**src/rtl/lfac_pkg.sv**
```systemverilog
// shared types and constants of the fully associative lru cache
package lfac_pkg;

   localparam int KEY_PORT_BITS   = 64;
   localparam int VALUE_PORT_BITS = 64;
   localparam int STAMP_BITS      = 32;

   localparam logic OP_LOOKUP = 1'b0;
   localparam logic OP_INSERT = 1'b1;

   // commands from the controller to the datapath
   typedef struct packed {
      logic load;    // latch request, advance use clock, clear search
      logic scan;    // step the entry scan
      logic finish;  // write the chosen entry and register the result
   } ctl_cmd_type;

   // status from the datapath to the controller
   typedef struct packed {
      logic scan_last;  // last entry is being evaluated
   } dp_status_type;

endpackage

```
**src/rtl/lfac_ram.sv**
```systemverilog
// generic single write port ram with registered read
module lfac_ram #(
   parameter int WIDTH = 8,
   parameter int DEPTH = 16
) (
   input  logic                     clock,
   input  logic                     wr_en,
   input  logic [$clog2(DEPTH)-1:0] wr_addr,
   input  logic [WIDTH-1:0]         wr_data,
   input  logic [$clog2(DEPTH)-1:0] rd_addr,
   output logic [WIDTH-1:0]         rd_data
);

   logic [WIDTH-1:0] mem_ff [DEPTH];
   logic [WIDTH-1:0] rd_data_ff;

   always_ff @(posedge clock) begin
      if (wr_en) begin
         mem_ff[wr_addr] <= wr_data;
      end
      rd_data_ff <= mem_ff[rd_addr];
   end

   assign rd_data = rd_data_ff;

endmodule

```
**src/rtl/lfac_ctrl.sv**
```systemverilog
// controller state machine of the lru cache
module lfac_ctrl (
   input  logic                   clock,
   input  logic                   reset,
   input  logic                   start,
   input  lfac_pkg::dp_status_type status,
   output lfac_pkg::ctl_cmd_type   cmd,
   output logic                   busy
);

   typedef enum logic [2:0] {
      ST_IDLE   = 3'b001,
      ST_SCAN   = 3'b010,
      ST_FINISH = 3'b100
   } state_type;

   state_type state_ff, state_in;

   always_comb begin
      state_in = state_ff;
      cmd      = '0;
      unique case (state_ff)
         ST_IDLE: begin
            if (start) begin
               cmd.load = 1'b1;
               state_in = ST_SCAN;
            end
         end
         ST_SCAN: begin
            cmd.scan = 1'b1;
            if (status.scan_last) begin
               state_in = ST_FINISH;
            end
         end
         ST_FINISH: begin
            cmd.finish = 1'b1;
            state_in   = ST_IDLE;
         end
         default: begin
            state_in = ST_IDLE;
         end
      endcase
   end

   always_ff @(posedge clock) begin
      if (reset) begin
         state_ff <= ST_IDLE;
      end else begin
         state_ff <= state_in;
      end
   end

   assign busy = (state_ff != ST_IDLE);

endmodule

```
**src/rtl/lfac_dpath.sv**
```systemverilog
// datapath of the lru cache: entry store, scan and result registers
module lfac_dpath #(
   parameter int ENTRIES    = 16,
   parameter int KEY_BITS   = 64,
   parameter int VALUE_BITS = 64
) (
   input  logic                                 clock,
   input  logic                                 reset,
   input  lfac_pkg::ctl_cmd_type                 cmd,
   output lfac_pkg::dp_status_type               status,
   input  logic                                 req_operation,
   input  logic [lfac_pkg::KEY_PORT_BITS-1:0]   req_key,
   input  logic [lfac_pkg::VALUE_PORT_BITS-1:0] req_value,
   output logic                                 rsp_valid,
   output logic                                 rsp_hit,
   output logic [$clog2(ENTRIES)-1:0]           rsp_slot,
   output logic [lfac_pkg::VALUE_PORT_BITS-1:0] rsp_stored_value,
   output logic                                 rsp_evicted
);

   localparam int IDX_W  = $clog2(ENTRIES);
   localparam int CNT_W  = $clog2(ENTRIES + 1);
   localparam int SB     = lfac_pkg::STAMP_BITS;
   localparam int WORD_W = SB + VALUE_BITS + KEY_BITS;
   localparam logic [CNT_W-1:0] LAST_CNT = CNT_W'(ENTRIES);

   // request and use clock
   logic                  op_ff;
   logic [KEY_BITS-1:0]   key_ff;
   logic [VALUE_BITS-1:0] value_ff;
   logic [SB-1:0]         use_clock_ff;

   // scan
   logic [CNT_W-1:0]   cnt_ff;
   logic               eval_en_ff;
   logic [IDX_W-1:0]   eval_idx_ff;
   logic               rd_valid_ff;
   logic [IDX_W-1:0]   rd_addr;
   logic [WORD_W-1:0]  rd_data;
   logic [ENTRIES-1:0] valid_ff;

   logic [KEY_BITS-1:0]   rd_key;
   logic [VALUE_BITS-1:0] rd_value;
   logic [SB-1:0]         rd_stamp;

   // search results
   logic                  found_ff;
   logic [IDX_W-1:0]      found_idx_ff;
   logic [VALUE_BITS-1:0] found_value_ff;
   logic                  free_ff;
   logic [IDX_W-1:0]      free_idx_ff;
   logic                  min_set_ff;
   logic [IDX_W-1:0]      min_idx_ff;
   logic [SB-1:0]         min_stamp_ff;

   logic                  match;
   logic [IDX_W-1:0]      target;
   logic                  wr_en;
   logic [IDX_W-1:0]      wr_addr;
   logic [WORD_W-1:0]     wr_data;

   // result registers
   logic                                 rsp_valid_ff;
   logic                                 rsp_hit_ff;
   logic [IDX_W-1:0]                     rsp_slot_ff;
   logic [lfac_pkg::VALUE_PORT_BITS-1:0] rsp_stored_value_ff;
   logic                                 rsp_evicted_ff;

   assign rd_addr  = (cnt_ff < LAST_CNT) ? cnt_ff[IDX_W-1:0] : '0;
   assign rd_key   = rd_data[KEY_BITS-1:0];
   assign rd_value = rd_data[KEY_BITS +: VALUE_BITS];
   assign rd_stamp = rd_data[KEY_BITS + VALUE_BITS +: SB];
   assign match    = eval_en_ff && rd_valid_ff && (rd_key == key_ff);
   assign target   = free_ff ? free_idx_ff : min_idx_ff;

   assign status.scan_last = (cnt_ff == LAST_CNT);

   lfac_ram #(
      .WIDTH(WORD_W),
      .DEPTH(ENTRIES)
   ) u_entries (
      .clock  (clock),
      .wr_en  (wr_en),
      .wr_addr(wr_addr),
      .wr_data(wr_data),
      .rd_addr(rd_addr),
      .rd_data(rd_data)
   );

   // write back: insert fills target, lookup hit restamps its entry
   always_comb begin
      wr_en   = 1'b0;
      wr_addr = target;
      wr_data = {use_clock_ff, value_ff, key_ff};
      if (cmd.finish) begin
         if (op_ff == lfac_pkg::OP_INSERT) begin
            wr_en = 1'b1;
         end else if (found_ff) begin
            wr_en   = 1'b1;
            wr_addr = found_idx_ff;
            wr_data = {use_clock_ff, found_value_ff, key_ff};
         end
      end
   end

   always_ff @(posedge clock) begin
      if (reset) begin
         valid_ff     <= '0;
         use_clock_ff <= '0;
         eval_en_ff   <= 1'b0;
         rsp_valid_ff <= 1'b0;
      end else begin
         if (cmd.load && (use_clock_ff != '1)) begin
            use_clock_ff <= use_clock_ff + SB'(1);
         end
         if (cmd.finish && (op_ff == lfac_pkg::OP_INSERT)) begin
            valid_ff[target] <= 1'b1;
         end
         eval_en_ff   <= cmd.scan && (cnt_ff < LAST_CNT);
         rsp_valid_ff <= cmd.finish;
      end
   end

   always_ff @(posedge clock) begin
      if (cmd.load) begin
         op_ff      <= req_operation;
         key_ff     <= req_key[KEY_BITS-1:0];
         value_ff   <= req_value[VALUE_BITS-1:0];
         cnt_ff     <= '0;
         found_ff   <= 1'b0;
         free_ff    <= 1'b0;
         min_set_ff <= 1'b0;
      end else if (cmd.scan) begin
         cnt_ff <= cnt_ff + CNT_W'(1);
      end
      eval_idx_ff <= rd_addr;
      rd_valid_ff <= valid_ff[rd_addr];

      if (eval_en_ff) begin
         if (match && !found_ff) begin
            found_ff       <= 1'b1;
            found_idx_ff   <= eval_idx_ff;
            found_value_ff <= rd_value;
         end
         if (!rd_valid_ff && !free_ff) begin
            free_ff     <= 1'b1;
            free_idx_ff <= eval_idx_ff;
         end
         // strict less keeps the lowest index on equal stamps
         if (rd_valid_ff && (!min_set_ff || (rd_stamp < min_stamp_ff))) begin
            min_set_ff   <= 1'b1;
            min_idx_ff   <= eval_idx_ff;
            min_stamp_ff <= rd_stamp;
         end
      end

      if (cmd.finish) begin
         if (op_ff == lfac_pkg::OP_INSERT) begin
            rsp_hit_ff          <= 1'b0;
            rsp_slot_ff         <= target;
            rsp_stored_value_ff <= '0;
            rsp_evicted_ff      <= !free_ff;
         end else begin
            rsp_hit_ff          <= found_ff;
            rsp_slot_ff         <= found_ff ? found_idx_ff : '0;
            rsp_stored_value_ff <= found_ff ?
               lfac_pkg::VALUE_PORT_BITS'(found_value_ff) : '0;
            rsp_evicted_ff      <= 1'b0;
         end
      end
   end

   assign rsp_valid        = rsp_valid_ff;
   assign rsp_hit          = rsp_hit_ff;
   assign rsp_slot         = rsp_slot_ff;
   assign rsp_stored_value = rsp_stored_value_ff;
   assign rsp_evicted      = rsp_evicted_ff;

endmodule

```
**src/rtl/lru_fully_associative_cache_core.sv**
```systemverilog
// top level of the fully associative key/value cache with lru replacement
//
// fully associative key/value store of ENTRIES entries with least recently
// used replacement by 32 bit timestamps. a beat is taken when start is high
// and busy is low; the result beat appears on the rsp_ ports for exactly
// one cycle with rsp_valid high and cannot be held off, so the receiver must
// take it then. every beat runs from acceptance to the result strobe through
// a scan of the entry ram at one entry per cycle through its single
// registered read port, an evaluation of the last entry read, a write of
// the chosen entry, if any, and the cycle in which the registered result is
// shown. the next beat may be started in the cycle the result is shown, but
// not before, as busy stays high until then. a lookup returns the lowest
// valid matching entry and restamps it; an insert fills the lowest free
// entry, or the oldest entry (lowest index on equal stamps) when the table
// is full, and never checks for duplicate keys. the use clock saturates
// at its maximum. key and value bits above KEY_BITS and VALUE_BITS are
// dropped. entry contents need no clearing after reset; of the entries
// only the per entry valid bits are reset.
module lru_fully_associative_cache_core #(
   parameter int ENTRIES    = 16,
   parameter int KEY_BITS   = 64,
   parameter int VALUE_BITS = 64
) (
   input  logic                                 clock,
   input  logic                                 reset,
   // request channel
   input  logic                                 start,
   output logic                                 busy,
   input  logic                                 req_operation,
   input  logic [lfac_pkg::KEY_PORT_BITS-1:0]   req_key,
   input  logic [lfac_pkg::VALUE_PORT_BITS-1:0] req_value,
   // result channel
   output logic                                 rsp_valid,
   output logic                                 rsp_hit,
   output logic [$clog2(ENTRIES)-1:0]           rsp_slot,
   output logic [lfac_pkg::VALUE_PORT_BITS-1:0] rsp_stored_value,
   output logic                                 rsp_evicted
);

   lfac_pkg::ctl_cmd_type   cmd;
   lfac_pkg::dp_status_type status;

   // sequencing: idle, scan over all entries, finish
   lfac_ctrl u_ctrl (
      .clock (clock),
      .reset (reset),
      .start (start),
      .status(status),
      .cmd   (cmd),
      .busy  (busy)
   );

   // entry ram, scan trackers, use clock and result registers
   lfac_dpath #(
      .ENTRIES   (ENTRIES),
      .KEY_BITS  (KEY_BITS),
      .VALUE_BITS(VALUE_BITS)
   ) u_dpath (
      .clock           (clock),
      .reset           (reset),
      .cmd             (cmd),
      .status          (status),
      .req_operation   (req_operation),
      .req_key         (req_key),
      .req_value       (req_value),
      .rsp_valid       (rsp_valid),
      .rsp_hit         (rsp_hit),
      .rsp_slot        (rsp_slot),
      .rsp_stored_value(rsp_stored_value),
      .rsp_evicted     (rsp_evicted)
   );

`ifndef SYNTHESIS
   // an accepted beat keeps the block busy in the next cycle
   a_accept_busy: assert property (@(posedge clock) disable iff (reset)
      (start && !busy) |=> busy)
      else $error("accepted beat did not make the block busy");

   // a result only follows a busy cycle and is shown once the block is free
   a_rsp_after_busy: assert property (@(posedge clock) disable iff (reset)
      rsp_valid |-> (!busy && $past(busy)))
      else $error("result strobe outside the end of an operation");

   // a hit and an eviction never come together
   a_hit_no_evict: assert property (@(posedge clock) disable iff (reset)
      rsp_valid |-> !(rsp_hit && rsp_evicted))
      else $error("result reports both hit and eviction");

   // a result strobe lasts one cycle only
   a_rsp_single: assert property (@(posedge clock) disable iff (reset)
      rsp_valid |=> !rsp_valid)
      else $error("result strobe held for more than one cycle");
`endif

endmodule
```
**config.mk**
```make
export PLATFORM = sky130hd
export DESIGN_NAME = lru_fully_associative_cache_core
export DESIGN_NICKNAME = d
export VERILOG_FILES = /design/src/rtl/lfac_pkg.sv /design/src/rtl/lfac_ram.sv /design/src/rtl/lfac_ctrl.sv /design/src/rtl/lfac_dpath.sv /design/src/rtl/lru_fully_associative_cache_core.sv
export SDC_FILE = /design/constraint.sdc
export NUM_CORES = 2
export LEC_CHECK = 0
export BUFFER_PORTS_ARGS = -buffer_cell sky130_fd_sc_hd__buf_2
export CAP_MARGIN = 15
export CORE_ASPECT_RATIO = 0.8
export CORE_MARGIN = 2
export CORE_UTILIZATION = 60
export DETAILED_ROUTE_END_ITERATION = 12
export PLACE_DENSITY = 0.77
export REMOVE_ABC_BUFFERS = 1
export SKIP_LAST_GASP = 1
export SLEW_MARGIN = 20
export SYNTH_ARGS = -nofsm -noshare
export SYNTH_HDL_FRONTEND = slang
export SYNTH_SLANG_ARGS = --single-unit
```
**constraint.sdc**
```tcl
create_clock -name clock -period 24.5 [get_ports clock]
set_input_delay 2.45 -clock clock [delete_from_list [all_inputs] [get_ports clock]]
set_output_delay 2.45 -clock clock [all_outputs]
set_load 0.1 [all_outputs]
```
==> results by group <==
Power and ir drop
  – Pleak: 42.1 nW
  – Power density normalized to cell area: 82.1 nW/um^2
  – Tot Pwr: 10.7 mW
  – Peak supply drop: 0.0683 mV

Routing
  – Via count: 68160
  – WL final: 306 mm
  – Wirelength per Cell: 30.5 um
  – Routed Antenna Nets: 0
  – Detailed-router iteration count before antenna repair: 7
  – Iteration-0 DRC Markers: 10227
  – Vias per cell: 6.80
  – Drt drc: 0

Setup path
  – R2R depth: 10
  – Flop-to-flop setup slack: 18730 ps
  – Critical path peak fanout: 54
  – WP data arrival: 6310 ps
  – Critical path origin: u_ctrl.state_ff[0]$_SDFFE_PP1P_
  – Worst R2R Start: u_ctrl.state_ff[0]$_SDFFE_PP1P_
  – Critical path class: reg -> reg
  – R2R Path End: u_dpath.u_entries.mem_ff[15][70]$_DFFE_PP_
  – Worst Path Required: ~25000 ps
  – Worst Setup End Kind: flop
  – Critical Path End: u_dpath.u_entries.mem_ff[15][70]$_DFFE_PP_
  – CP Launch Type: flop

Job
  – MaxCap Viol Count: 0

STA
  – Final period utilization: 23.5%
  – Post-layout minimum cycle time: 5770 ps
  – Setup Skew: around 65 ps
  – Setup violations, final: 0
  – Fin. Hold Viols: 0
  – Slew margin rel.: 19.4%
  – Tightest Pin Transition: 1210 ps
  – Slew Limit Fails: 0
  – Final setup TNS: 0 ps
  – F_max: 0.173 GHz
  – RSZ-0062 raised after global routing: no

Layout
  – Final #Nets: 7398
  – Area grow syn2layout: 11.5%
  – Finished Core Util: 67.1%
  – Fillers: 12224
  – Non-Filler Instances: 10025
  – Share of cells above drive strength 1: 13.8%

Logic synthesis
  – Yosys warning count: 0
  – Gate Count Post-Synth: 7066
  – Top cells by count, synth: edfxtp_1 (2867), mux2i_1 (550), nand2_1 (515)
  – Async set or reset register ratio after synthesis: 0%
  – Post-Syn Area: 117000 um^2
  – Dominant cell type by area after synthesis: edfxtp_1
  – Dominant synthesized flop cell: edfxtp_1
  – Yosys top cell area share: about three quarters
  – Top cells by area, synth: edfxtp_1 (73%), mux2i_1 (4.7%), dfxtp_1 (3.9%)
  – Sequential-to-total area share from yosys stat: slightly below 80%
  – Syn_area_per_cell: 16.6 um^2
  – Most common cell in the synthesized netlist: edfxtp_1
  – Distinct cells, synth: 60
  – FF+latch count, synth: between 3000 and 4000
  – Number of flops mapped to enable cells by yosys: 2867

Outcome
  – Status: complete, no violations

GRT
  – Initial antenna violation count: 9
  – First-pass GRT wire length: 443 mm
  – Vias in the first global route: 67565
  – Largest net degree at the start of global routing: 130
  – Grt total ovfl: 0
  – Gr usage total: 30.2%

Floorplan
  – Die ar.: 199000 um^2
  – Top Ports: slightly above 200
  – Core area: 195000 um^2
  – Die X: about 500 um
  – Die Ht: around 400 um
  – Starting Density: 60.2%
  – # rows: 145

CTS
  – H-Tree Depth: 5
  – Root Buffer: clkbuf_16
  – Clock transition at path regs: 70 ps
  – Post-CTS sizing: 0
  – Clock Latency Late Sink: between 900 and 1000 ps
  – Setup bufs post-CTS: 0
  – Hold_buf cts: 0
  – TritonCTS clock tree: yes
  – TritonCTS Sinks: 3093
  – Clk buf depth: 4
  – CTS Buf Count: 298

Hold path
  – Hold depth: 0
  – Worst Hold Class: reg -> reg

Placed design
  – Hpwl dp: 146 mm
  – Placer Congestion: 0.815
  – Port-buffer cells: slightly above 200
  – Placed Cells: 9504
registers in the layout, summed over array words and instances, names as in the netlist, 3 cells and up:
name / flops
u_dpath.key_ff: 64
u_dpath.min_stamp_ff: 32
u_dpath.use_clock_ff: 32
u_dpath.found_idx_ff: 4
u_ctrl.state_ff: 3
u_dpath.valid_ff: 16
u_dpath.value_ff: 64
u_dpath.rsp_slot: 4
u_dpath.free_idx_ff: 4
u_dpath.rsp_stored_value: 64
u_dpath.found_value_ff: 64
u_dpath.u_entries.mem_ff: 2560
u_dpath.eval_idx_ff: 4
u_dpath.cnt_ff: 5
u_dpath.u_entries.rd_data: 160
u_dpath.min_idx_ff: 4
logic make-up (layout without fill, tap and decap cells):
kind of cell / count (synthesis) / in the layout / synth area share (%)
AO/OA/AOI/OAI: 1412 / 1412 / 8.48
other: 0 / 1 / 0
XOR/XNOR: 81 / 81 / 0.605
adder cells (fa/ha/maj): 34 / 34 / 0.363
flip-flops: 3093 / 3093 / 77.3
buffers and inverters: 516 / 902 / 1.70
AND/OR/NAND/NOR: 1167 / 1167 / 4.48
multiplexers: 763 / 763 / 7.06
worst min path at each step:
stage	endpoint	start	slack [ps]
2_1_floorplan	u_dpath.found_value_ff[0]$_DFFE_PP_	u_dpath.u_entries.rd_data[64]$_DFF_P_	390
3_3_place_gp	u_dpath.found_value_ff[17]$_DFFE_PP_	u_dpath.u_entries.rd_data[81]$_DFF_P_	390
3_5_place_dp	u_dpath.found_value_ff[51]$_DFFE_PP_	u_dpath.u_entries.rd_data[115]$_DFF_P_	390
4_1_cts	u_dpath.found_value_ff[51]$_DFFE_PP_	u_dpath.u_entries.rd_data[115]$_DFF_P_	400
5_1_grt	u_dpath.found_value_ff[8]$_DFFE_PP_	u_dpath.u_entries.rd_data[72]$_DFF_P_	410
6_report	u_dpath.found_value_ff[28]$_DFFE_PP_	u_dpath.u_entries.rd_data[92]$_DFF_P_	400
through the flow:
stage | cell area (um^2) | setup slack, ps | hold WS, ps
detailed placement | 121000 | 18800 | 389
global route | 131000 | 18550 | 409
floorplan | 115000 | -9170 | 386
finish | 131000 | 18730 | 404
CTS | 131000 | 18760 | 403
global placement | 121000 | 18880 | 386
critical path, cell delays in order, from the launching register on:
cell	delay [ps]
dfxtp_1	440
nor2_1	80
nand2_1	160
inv_4	190
nand2_4	260
buf_4	840
mux2i_1	310
or2_2	470
nor2_4	630
buf_4	950
buf_4	940
power breakdown:
part           internal (mW)  switching (mW)  leakage, nW  total, mW
combinational          0.111           0.240         9.10      0.351
sequential              5.80          0.0477         28.3       5.85
clock                   2.62            1.91         4.68       4.53
cell usage in the layout (no fill, tap or decap), types with 19 or more instances in the layout:
| master | count |
|---|---|
| mux2_2 | 180 |
| edfxtp_1 | 2867 |
| a211oi_1 | 262 |
| ha_1 | 34 |
| clkbuf_16 | 306 |
| xor2_1 | 33 |
| a311oi_1 | 44 |
| nor2_1 | 261 |
| a31oi_1 | 162 |
| a221oi_1 | 177 |
| clkbuf_1 | 67 |
| a221o_1 | 128 |
| buf_4 | 117 |
| mux4_2 | 33 |
| nor2b_1 | 104 |
| clkinv_2 | 51 |
| o22ai_1 | 123 |
| buf_2 | 203 |
| a21oi_1 | 217 |
| clkbuf_8 | 29 |
| dfxtp_1 | 222 |
| nand3_1 | 94 |
| and2_1 | 65 |
| xnor2_1 | 48 |
| clkinv_1 | 25 |
| nand2_1 | 514 |
| mux2i_1 | 550 |
| nand4_1 | 23 |
| bufinv_16 | 23 |
| a2111oi_0 | 19 |
| nor3_1 | 20 |
| o21ai_0 | 171 |
| inv_1 | 37 |
| o221ai_1 | 25 |
| a22oi_1 | 51 |
metal layers:
| layer | wire, um | GRT usage [%] | vias to the layer above |
|---|---|---|---|
| met3 | 35400 | 5.37 | 679 |
| met1 | 115000 | 41.9 | 34410 |
| met2 | 145000 | 49.0 | 4806 |
| met4 | 9890 | 10.2 | 8 |
| li1 | - | - | 28257 |
| met5 | 51 | 0 | - |
final cells by class:
type / instances / area [um^2] / area share (%)
clock buffers: 402 / 8310 / 6.36
multi-input cells: 3457 / 24800 / 19.0
inverters: 45 / 204 / 0.156
repair buffers: 337 / 2230 / 1.71
clock inverters: 118 / 1210 / 0.928
diodes: 1 / 2.50 / 0.00192
well taps: 2572 / 3220 / 2.46
flip-flops and latches: 3093 / 90600 / 69.4
No activity file was read; power rests on OpenSTA's default activity.
